## src/pi_current_loop_duty_assert.svh

```systemverilog
// Assertion macros for the PI current loop block.
`ifndef PI_CURRENT_LOOP_DUTY_ASSERT_SVH
`define PI_CURRENT_LOOP_DUTY_ASSERT_SVH

// Condition in this cycle implies a consequence in the same cycle.
`define PCLD_ASSERT_IMPLY(lbl, pre, post) \
  lbl: assert property (@(posedge clk) disable iff (!rst_n) (pre) |-> (post)) \
    else $error("pcld assertion failed");

// Condition in this cycle implies a consequence in the next cycle.
`define PCLD_ASSERT_NEXT(lbl, pre, post) \
  lbl: assert property (@(posedge clk) disable iff (!rst_n) (pre) |=> (post)) \
    else $error("pcld assertion failed");

`endif

```

## src/pcld_pkg.sv

```systemverilog
// Shared widths, constants and controller/datapath types for the PI current loop.
package pcld_pkg;

  localparam int CUR_W      = 16;
  localparam int BUS_W      = 16;
  localparam int GAIN_W     = 16;
  localparam int DUTY_W     = 16;
  localparam int DLIM_W     = 15;
  localparam int CFG_IDX_W  = 3;
  localparam int CFG_DATA_W = 16;
  localparam int ACC_W      = 40;
  localparam int BUSF_W     = 24;
  localparam int ERR_W      = 17;
  localparam int PROD_W     = 34;
  localparam int MAG_W      = 33;
  localparam int REM_W      = 41;
  localparam int QUO_W      = 15;
  localparam int STEP_W     = 4;
  localparam int N10_W      = 28;
  localparam int P10_W      = 60;
  localparam int DIV10_SHIFT = 35;

  localparam logic [31:0]       DIV10_RECIP  = 32'hCCCC_CCCD;
  localparam logic [DLIM_W-1:0] DUTY_LIM_RST = 15'd31130;
  localparam logic [STEP_W-1:0] LAST_STEP    = 4'(QUO_W - 1);

  // Configuration register indexes
  typedef enum logic [CFG_IDX_W-1:0] {
    REG_PROP_GAIN   = 3'd0,
    REG_INTEG_GAIN  = 3'd1,
    REG_INTEG_LIMIT = 3'd2,
    REG_VOLT_LIMIT  = 3'd3,
    REG_DUTY_LIMIT  = 3'd4
  } pcld_reg_t;

  // Datapath operations issued by the controller
  typedef enum logic [3:0] {
    OP_NONE,
    OP_LOAD,
    OP_MUL_I,
    OP_ACC,
    OP_MUL_P,
    OP_VSUM,
    OP_DIV_INIT,
    OP_DIV_STEP,
    OP_DUTY,
    OP_BUS_MUL,
    OP_BUS_WR
  } pcld_op_t;

  typedef struct packed {
    pcld_op_t          op;
    logic [STEP_W-1:0] bit_idx;
    logic              out_ld;
  } pcld_cmd_t;

endpackage

```

## src/pcld_ctrl.sv

```systemverilog
// Controller: sequences one item through the datapath and owns the handshakes.
module pcld_ctrl (
  input  logic                clk,
  input  logic                rst_n,
  input  logic                in_valid,
  input  logic                in_running,
  output logic                in_ready,
  output logic                out_valid,
  input  logic                out_ready,
  output pcld_pkg::pcld_cmd_t cmd
);
  import pcld_pkg::*;

  typedef enum logic [3:0] {
    S_IDLE,
    S_MUL_I,
    S_ACC,
    S_MUL_P,
    S_VSUM,
    S_DIV_INIT,
    S_DIV_STEP,
    S_DUTY,
    S_BUS_MUL,
    S_BUS_WR,
    S_OUT
  } state_t;

  state_t            state_r, state_nxt;
  logic [STEP_W-1:0] cnt_r, cnt_nxt;
  logic              out_valid_r, out_valid_nxt;
  logic              out_free;

  assign in_ready  = (state_r == S_IDLE);
  assign out_valid = out_valid_r;
  assign out_free  = !out_valid_r || out_ready;

  // Decode next state and datapath command
  always_comb begin
    state_nxt     = state_r;
    cnt_nxt       = cnt_r;
    out_valid_nxt = out_valid_r && !out_ready;
    cmd.op        = OP_NONE;
    cmd.bit_idx   = cnt_r;
    cmd.out_ld    = 1'b0;
    unique case (state_r)
      S_IDLE: begin
        if (in_valid) begin
          cmd.op    = OP_LOAD;
          state_nxt = in_running ? S_MUL_I : S_OUT;
        end
      end
      S_MUL_I: begin
        cmd.op    = OP_MUL_I;
        state_nxt = S_ACC;
      end
      S_ACC: begin
        cmd.op    = OP_ACC;
        state_nxt = S_MUL_P;
      end
      S_MUL_P: begin
        cmd.op    = OP_MUL_P;
        state_nxt = S_VSUM;
      end
      S_VSUM: begin
        cmd.op    = OP_VSUM;
        state_nxt = S_DIV_INIT;
      end
      S_DIV_INIT: begin
        cmd.op    = OP_DIV_INIT;
        cnt_nxt   = LAST_STEP;
        state_nxt = S_DIV_STEP;
      end
      S_DIV_STEP: begin
        cmd.op  = OP_DIV_STEP;
        cnt_nxt = cnt_r - 1'b1;
        if (cnt_r == '0) begin
          state_nxt = S_DUTY;
        end
      end
      S_DUTY: begin
        cmd.op    = OP_DUTY;
        state_nxt = S_BUS_MUL;
      end
      S_BUS_MUL: begin
        cmd.op    = OP_BUS_MUL;
        state_nxt = S_BUS_WR;
      end
      S_BUS_WR: begin
        cmd.op    = OP_BUS_WR;
        state_nxt = S_OUT;
      end
      S_OUT: begin
        // Load the result once the output register is free
        if (out_free) begin
          cmd.out_ld    = 1'b1;
          out_valid_nxt = 1'b1;
          state_nxt     = S_IDLE;
        end
      end
      default: state_nxt = S_IDLE;
    endcase
  end

  // Hold state, step count and output valid
  always_ff @(posedge clk) begin
    if (!rst_n) begin
      state_r     <= S_IDLE;
      cnt_r       <= '0;
      out_valid_r <= 1'b0;
    end else begin
      state_r     <= state_nxt;
      cnt_r       <= cnt_nxt;
      out_valid_r <= out_valid_nxt;
    end
  end

endmodule
```

## config.mk

```make
export PLATFORM = sky130hd
export DESIGN_NAME = pcld_ctrl
export DESIGN_NICKNAME = d
export VERILOG_FILES = /design/src/pi_current_loop_duty_assert.svh /design/src/pcld_pkg.sv /design/src/pcld_ctrl.sv
export SDC_FILE = /design/constraint.sdc
export NUM_CORES = 1
export LEC_CHECK = 0
export BUFFER_PORTS_ARGS = -buffer_cell sky130_fd_sc_hd__clkbuf_2
export CORE_AREA = 2 2 39 41
export CTS_BUF_LIST = sky130_fd_sc_hd__clkbuf_4
export CTS_CLUSTER_DIAMETER = 100
export DETAILED_ROUTE_END_ITERATION = 7
export DIE_AREA = 0 0 41 43
export HOLD_SLACK_MARGIN = 0.12
export PLACE_DENSITY = 0.77
export SYNTH_ARGS = -nofsm -noshare
export SYNTH_HDL_FRONTEND = slang
export SYNTH_SLANG_ARGS = --single-unit
export TNS_END_PERCENT = 100
```

## constraint.sdc

```tcl
create_clock -name clk -period 1.48 [get_ports clk]
set_input_delay 0.148 -clock clk [delete_from_list [all_inputs] [get_ports clk]]
set_output_delay 0.148 -clock clk [all_outputs]
set_load 0.03 [all_outputs]
```

After elaboration in Yosys (flattened, before gate mapping) --
Cells that the tools add are included. Widths: inputs -> output; s select.
Storage, ports and cells: input bits 5, bits in registers 9
Cells by class: equal/unequal tests 13, muxes and demuxes 12, $add $sub $neg 1, reduce and logical (&&, ||, !) cells 8
Operators with widths (number):
- $pmux 4 s11 | 1
- $pmux 4 s10 | 1
- $eq 4x3->1 const B | 4
- $mux 4 | 4
- $eq 4x4->1 const B | 3
- $eq 4x2->1 const B | 2
- $logic_not 4->1 | 2
- $pmux 4 s2 | 1
- $ne 2x2->1 const B | 3
- $mux 1 | 5
- $eq 4x1->1 const B | 1
- $sub 4x1->4 const B | 1
- $reduce_and 3->1 | 1
- $logic_not 1->1 | 2
- $reduce_bool 2->1 | 1
- $logic_and 1x1->1 | 1
- $logic_or 1x1->1 | 1

Depth between registers and ports, before layout --
Gate-level depths: netlist (run 1).
depth in word-level cells 4, gate-level depth with buffers 5

Worst setup path after synthesis (run 1) --
No wires, ideal clock.
path type register to output, start point reg state_r[1], end point out cmd[8] (netlist name), required time 1332 ps, stages on the path, launching flop included 5, setup slack -200 ps, data arrival time 1532 ps, buffers on the path 2, cell sequence dfxtp_1 buf_6 clkbuf_1 nand3_1 o21ai_0
RTL lines:
- start, declared | line pcld_ctrl.sv:28 | state_t state_r, state_nxt;
- start signal, assigned | line pcld_ctrl.sv:111 | state_r <= state_nxt;
- end, declared | line pcld_ctrl.sv:10 | output pcld_pkg::pcld_cmd_t cmd

==> results of run 1 <==
[cells in the final DEF, fill, tap and decap left out, drive strengths merged, types with 2 or more instances in the layout]
cell and count:
nand2 2, o21ai 5, nand2b 2, dfxtp 9, nor2 3, a21oi 5, inv 6, nand3b 2
nor3 5, nor2b 3, o22ai 3, nand4bb 2, clkbuf 16, buf 8, and2 2
[worst paths after layout]
kind | end
worst max-delay path | cmd[0]
worst min-delay path | cnt_r[3]$_SDFFE_PN0P_
worst max register to register | state_r[0]$_SDFFE_PN0P_
worst min register to register | state_r[0]$_SDFFE_PN0P_
[power breakdown]
part           switching, mW  internal [mW]  total [mW]
clock network         0.0930          0.123       0.215
logic                  0.293          0.225       0.517
registers             0.0675          0.279       0.347
total                  0.453          0.626        1.08
[metrics by stage]
step	hold WS (ns)	power [mW]	cell area [µm²]	setup WS, ns	cells
2_1_floorplan	0.265	0.709	614	0.00490	76
3_3_place_gp	0.438	0.819	704	0.109	105
3_5_place_dp	0.449	0.827	704	0.0646	105
4_1_cts	0.161	1.06	752	0.00693	109
5_1_grt	0.167	1.15	773	-0.00861	110
6_report	0.171	1.08	773	0.0284	110
[state kept, by name, indices dropped and copies added, names as in the netlist]
signal	cells
state_r	4
cnt_r	4
out_valid	1
[cell type report]
| cell class | instances | area, µm² | area share |
|---|---|---|---|
| timing repair buffer | 20 | 128 | 0.165 |
| sequential | 9 | 193 | 0.249 |
| clock buffer | 4 | 30.0 | 0.0388 |
| inverter | 6 | 22.5 | 0.0291 |
| tap | 16 | 20.0 | 0.0259 |
| multi-input combinational | 55 | 380 | 0.492 |
[repair_timing]
action                     4_1_cts  5_1_grt
gates resized for setup          7        9
setup endpoints to repair        6        6
setup buffers                    0        1
hold endpoints to repair         0        0
pin swaps                        0        1
[routing by layer]
layer  vias up  share of wire  global-route usage  wire, µm
met2        25           0.44               0.263       631
met1       290           0.48               0.261       679
met3         4          0.065              0.0366        93
li1        316              -                   -         -
met5         -              0                   0         0
met4         0          0.012               0.100        17
[cells by family after synthesis]
group | share of synthesized area
DFF | 0.293
and+or+nand+nor | 0.285
xor gates and xnor gates | 0.0143
adders and majority gates | 0.0204
buffers and inverters | 0.0937
AOI/OAI and AO/OA | 0.293
==> run metrics, run 1 <==
Worst-Margin Slew 0.270 ns; synthesized net count 82; crit-path max FO 13; # DRC 0; period utilisation layout 0.981; Rows 14; ANT nets after route 0; n_diodes 0; Final #Nets 101; clock latency on the worst-skew pair 0.27 ns; R2R depth 3; Critical Path Stages 3; Yosys top cell by area dfxtp_1; VDD IR max 0.000513 V; full die area 1760 µm²; Syn Inst Count 76; area delta synth->final 25.9%; Critical Path Start Type register; CTS tree built; H-tree levels 1; Achievable Freq 689 MHz; Synth warnings 0; Hold Path Cell Cnt 2; Fin. Hold Viols 0; Reg clk slew, reported paths 0.07 ns; outcome finished clean; CP startpoint state_r[2]$_SDFFE_PN0P_; mapped cell area 614 µm²; Top FF cell, synth dfxtp_1; CP top delay family simple AND/OR/NAND/NOR gates; cts bufs inserted 3; power density over the cells 1400 nW/µm²; register area share after synthesis 0.293; Die Ht 43 µm; vias in the first global route 518; total track usage 0.188; LEAKAGE 0.321 nW; vias per cell 5.77; fill count 130; chip width 41 µm; CP arrival 1.30 ns; reg2reg start state_r[2]$_SDFFE_PN0P_; Clock Path Buffers 2; Hold/Removal Path Class in2reg; number of I/O port buffers 15; CP Buf/Inv Count 1; Detailed Place HPWL 1020 µm; first-pass GRT wire length 2260 µm; Yosys reg bits 9; initial drt markers 15; initial cell density of the core 0.444; top-count cell post-synth dfxtp_1; gr ovfl total 0; via count 635; Yosys cell types 39; slowest stage delay, CP 0.38 ns; Top Ports 16; RSZ-0062 raised after global routing yes; 1st-pass router iterations 4; CTS Root Cell clkbuf_4; TritonCTS sink count 9; Final Slew Violations 0; slew margin rel. 0.818; Worst setup EP type output port; r2r setup slk 0.11 ns; min Tclk post-route 1.45 ns; WL per Instance 12.9 µm; # Max-Cap Violations 0; final wirelength 1420 µm; Slowest-stage cell, CP dfxtp_4; CP Class reg2out; post-route setup TNS 0 ns; Clock Skew 0.00654 ns; Final GP Congestion 0.793; cts hold-fix bufs 0; layout cells sized above 1 0.330; final setup fails 0; synth cell count leaders dfxtp_1, inv_1, a21oi_1, nor3_1, o21ai_0; largest net degree at the start of global routing 14; fin util 0.559; Post-synth EDFFs 0; Critical Path RT 1.33 ns; HP Start rst_n; Yosys top cell area share 0.293; core area 1380 µm²; CP Cell Sequence nand4bb_1 -> nor2b_1 -> clkbuf_2; FFs w/ async S/R, synth 0; syn_area_per_cell 8.08 µm²; top post-synthesis cells by area dfxtp_1, a21oi_1, nor3_1; initial antenna violation count 0
Power figures use the tool's default switching activity.
==> run 2, diff against run 1 <==
Settings changed: CORE_AREA 2 2 39 41 to default, CORE_ASPECT_RATIO from default to 1.75, CORE_UTILIZATION from default to 25, DIE_AREA 0 0 41 43 to default, PLACE_DENSITY 0.77 to 0.5, RECOVER_POWER from default to 25.
==> run metrics, run 2 (synthesis gave the netlist of run 1 again) <==
Hold/Removal Path Class in2reg; CTS tree built; outcome finished clean; cts bufs inserted 3 (unchanged); vias in the first global route 637 (+23%); Worst-Margin Slew 0.278 ns (+0.00799 ns); gr ovfl total 0 (unchanged); 1st-pass router iterations 4 (unchanged); crit-path max FO 13 (unchanged); core area 2300 µm² (+66%); cts hold-fix bufs 0 (unchanged); final setup fails 0 (unchanged); min Tclk post-route 1.43 ns (-0.0204 ns); first-pass GRT wire length 2680 µm (+19%); post-route setup TNS 0 ns (unchanged); most common cell after layout, fill and taps aside clkbuf_2; RSZ-0062 raised after global routing yes; vias per cell 5.42 (-6.1%); H-tree levels 1 (unchanged); Final Slew Violations 0 (unchanged); Achievable Freq 699 MHz (+1.4%); Final GP Congestion 0.789 (-0.39%); area delta synth->final 31.6%; largest net degree at the start of global routing 14 (unchanged); Setup WS post-layout 0.0487 ns (+0.0204 ns); power density over the cells 1390 nW/µm² (-0.53%); Rows 23 (+9); layout cells sized above 1 0.351 (+0.0213); reg-to-reg endpoint state_r[0]$_SDFFE_PN0P_; Worst setup EP type output port; setup slack at placement 0.0769 ns (+0.0123 ns); dpl cell area 723 µm² (+2.7%); Reg clk slew, reported paths 0.06 ns (about the same); R2R depth 3 (unchanged); initial cell density of the core 0.267 (-0.177); Final #Nets 101 (unchanged); Clock Skew 0.000410 ns (-0.00613 ns); total track usage 0.148 (-0.0391); CP Class reg2out; Critical Path Start Type register; CTS Root Cell clkbuf_4; post-route cell area 808 µm² (+4.5%); Clock Path Buffers 2 (unchanged); via count 645 (+1.6%); CP arrival 1.28 ns (-0.02 ns); Slowest-stage cell, CP dfxtp_4; TritonCTS sink count 9 (unchanged); Seq. cell area 193 µm² (unchanged); initial antenna violation count 0 (unchanged); initial drt markers 20 (+5); slowest stage delay, CP 0.39 ns (about the same); chip width 39.5 µm (-3.7%); n_diodes 0 (unchanged); r2r setup slk 0.11 ns (about the same); Hold Path Cell Cnt 2 (unchanged); # DRC 0 (unchanged); most frequent cells in the layout clkbuf_2, inv_1; fill count 254 (+95%); slew margin rel. 0.813 (-0.00537); multi-input logic area 404 µm² (+6.3%); reg2reg start state_r[2]$_SDFFE_PN0P_; VDD IR max 0.000410 V (-20%); fin util 0.351 (-0.208); Die Ht 67.6 µm (+57%); Top Ports 16 (unchanged); ANT nets after route 0 (unchanged); # Max-Cap Violations 0 (unchanged); Fin. Hold Viols 0 (unchanged); CP Cell Sequence or2_4 -> o22ai_1 -> clkbuf_2; number of I/O port buffers 15 (unchanged); clock latency on the worst-skew pair 0.27 ns (about the same); Critical Path RT 1.33 ns (about the same); final wirelength 1690 µm (+19%); HP Start rst_n; Worst Hold End cnt_r[3]$_SDFFE_PN0P_; WL per Instance 14.2 µm (+9.9%); Design Power 1.12 mW (+4.0%); Detailed Place HPWL 1250 µm (+22%); LEAKAGE 0.323 nW (+0.52%); period utilisation layout 0.967 (-0.0138); full die area 2670 µm² (+51%)
## run 2: layout make-up
type	count	share of cell area
tap	25	0.0387
clock buffer	4	0.0372
timing repair buffer	20	0.158
multi-input combinational	55	0.500
inverter	6	0.0279
sequential	9	0.238
## run 2: worst max-delay path by stage
stage / startpoint / to / cells after the start
global route: state_r[1]$_SDFFE_PN0P_ / cmd[7] / 4
detailed placement: state_r[2]$_SDFFE_PN0P_ / state_r[0]$_SDFFE_PN0P_ / 3
global placement: state_r[2]$_SDFFE_PN0P_ / state_r[0]$_SDFFE_PN0P_ / 3
floorplan: state_r[1]$_SDFFE_PN0P_ / in_ready / 3
finish: state_r[2]$_SDFFE_PN0P_ / cmd[6] / 3
CTS: state_r[0]$_SDFFE_PN0P_ / cmd[0] / 3
## run 2: timing repair
| action | CTS | global route |
|---|---|---|
| gates resized for setup | 6 | 17 |
| endpoints found under the setup margin | 6 | 6 |
| setup buffers | 0 | 0 |
## run 2: worst max-delay path: cells and delay by family, from the launching register on
kind | cells | cell delay (ns)
flops | 1 | 0.39
buf+inv | 1 | 0.22
compound gates | 1 | 0.14
simple gates | 1 | 0.26
## run 2: through the flow
| stage | cells | hold slack, ns |
|---|---|---|
| 5_1_grt | 119 | 0.164 |
| 4_1_cts | 119 | 0.165 |
| 3_5_place_dp | 115 | 0.449 |
| 3_3_place_gp | 115 | 0.444 |
| 6_report | 119 | 0.165 |
| 2_1_floorplan | 76 | 0.265 |
## run 2: layer usage
metal	wire (µm)	GRT usage	vias to the layer above
li1	-	-	315
met1	675	0.140	309
met2	914	0.270	16
met3	51	0.0197	5
met4	48	0.103	0
met5	0	0	-
## run 2: power by group
group / switching, mW / leakage (nW) / total [mW] / internal, mW
Sequential: 0.0733 / 0.0756 / 0.352 / 0.279
Clock: 0.0961 / 0.0184 / 0.219 / 0.123
Combinational: 0.310 / 0.229 / 0.551 / 0.241
Total: 0.479 / 0.323 / 1.12 / 0.643
==> run 3, diff against run 2 <==
Settings changed: REMOVE_ABC_BUFFERS from default to 1.
==> run metrics, run 3 (synthesis gave the netlist of run 1 again) <==
Slowest-stage cell, CP dfxtp_4; n_diodes 0 (unchanged); # Max-Cap Violations 0 (unchanged); initial cell density of the core 0.267 (unchanged); Final #Nets 103 (+2.0%); period utilisation layout 0.978 (+0.0105); number of I/O port buffers 15 (unchanged); CTS Root Cell clkbuf_4; Rows 23 (unchanged); slew margin rel. 0.759 (-0.0540); VDD IR max 0.000567 V (+38%); H-tree levels 1 (unchanged); first-pass GRT wire length 2700 µm (+0.48%); RSZ-0062 raised after global routing no; most frequent cells in the layout buf_4, clkbuf_2, inv_1; WL per Instance 14.0 µm (-1.1%); ANT nets after route 0 (unchanged); crit-path max FO 13 (unchanged); final setup fails 0 (unchanged); Hold/Removal Path Class in2reg; Hold Path Cell Cnt 2 (unchanged); Achievable Freq 691 MHz (-1.1%); core area 2300 µm² (unchanged); most common cell after layout, fill and taps aside buf_4; cts bufs inserted 3 (unchanged); outcome finished clean; CP arrival 1.30 ns (+0.02 ns); slowest stage delay, CP 0.38 ns (about the same); area delta synth->final 33.0%; Critical Path RT 1.33 ns (about the same); vias in the first global route 593 (-6.9%); R2R depth 3 (unchanged); Critical Path Start Type register; LEAKAGE 0.322 nW (-0.22%); layout cells sized above 1 0.333 (-0.0177); # DRC 0 (unchanged); final wirelength 1700 µm (+0.59%); fill count 267 (+5.1%); via count 647 (+0.31%); post-route cell area 817 µm² (+1.1%); Worst-Margin Slew 0.363 ns (+0.0847 ns); cts hold-fix bufs 0 (unchanged); gr ovfl total 0 (unchanged); Fin. Hold Viols 0 (unchanged); CP Class reg2out; CP Cell Sequence or2_4 -> nor3_1 -> buf_2; Top Ports 16 (unchanged); min Tclk post-route 1.45 ns (+0.0156 ns); initial antenna violation count 0 (unchanged); largest net degree at the start of global routing 14 (unchanged); CTS tree built; Worst setup EP type output port; chip width 39.5 µm (unchanged); dpl cell area 731 µm² (+1.0%); Final GP Congestion 0.798 (+1.0%); initial drt markers 9 (-55%); 1st-pass router iterations 4 (unchanged); Die Ht 67.6 µm (unchanged); post-route setup TNS 0 ns (unchanged); full die area 2670 µm² (unchanged); clock latency on the worst-skew pair 0.26 ns (about the same); Clock Path Buffers 2 (unchanged); Detailed Place HPWL 1270 µm (+1.3%); Reg clk slew, reported paths 0.06 ns (about the same); total track usage 0.145 (-0.00320); TritonCTS sink count 9 (unchanged); power density over the cells 1390 nW/µm² (-0.11%); Final Slew Violations 0 (unchanged); vias per cell 5.35 (-1.3%); Clock Skew 0.00239 ns (+0.00198 ns)
==> run 3: cell count changes in the layout (fill, tap and decap cells not counted), sizes merged <==
cell	before	now
buf	8	10
==> run 3: power breakdown <==
group | switching (mW) | internal [mW] | leakage [nW] | total, mW
Sequential | 0.0656 | 0.277 | 0.0753 | 0.342
Clock | 0.0859 | 0.122 | 0.0184 | 0.208
Combinational | 0.323 | 0.259 | 0.228 | 0.582
Total | 0.474 | 0.658 | 0.322 | 1.13
==> run 3: per-layer routing <==
metal	GRT usage	up-vias	wire length [µm]
li1	-	324	-
met1	0.166	303	675
met2	0.246	14	933
met3	0.00987	6	48
met4	0.0905	0	42
met5	0	-	0
==> run 3: worst paths after layout <==
check	end	from	slack (ns)
worst max-delay path	in_ready	state_r[2]$_SDFFE_PN0P_	0.03
worst max register to register	state_r[0]$_SDFFE_PN0P_	state_r[2]$_SDFFE_PN0P_	0.10
worst min-delay path	cnt_r[1]$_SDFFE_PN0P_	rst_n	0.18
worst min register to register	out_valid$_SDFF_PN0_	out_valid$_SDFF_PN0_	0.56
==> run 3: worst max-delay path: cells and delay by family (launching register included) <==
family	cells	cell delay [ns]
buf+inv	1	0.23
flops	1	0.38
simple gates	2	0.43
==> run 3: final cells by class <==
class                      instances  area [µm²]  share of cell area
clock buffer                       4        30.0              0.0368
inverter                           6        22.5              0.0276
multi-input combinational         55         399               0.489
sequential                         9         190               0.233
tap                               25        31.3              0.0383
timing repair buffer              22         144               0.176
==> run 3: timing repair <==
| item | CTS | global route |
|---|---|---|
| gates resized for setup | 11 | 9 |
| buffers inserted | 0 | 1 |
| cloned | 0 | 0 |
| endpoints found under the setup margin | 6 | 5 |
| pin swaps | 0 | 2 |
==> run 3: through the flow <==
step	worst slack [ns]	hold slack (ns)	instances	total power, mW	utilization
3_3_place_gp	0.0995	0.447	116	0.851	0.317
6_report	0.0331	0.182	121	1.13	0.355
4_1_cts	-0.00924	0.168	120	1.11	0.348
5_1_grt	0.00307	0.169	121	1.21	0.355
3_5_place_dp	0.0711	0.450	116	0.853	0.317
2_1_floorplan	-0.0982	0.265	70	0.675	-
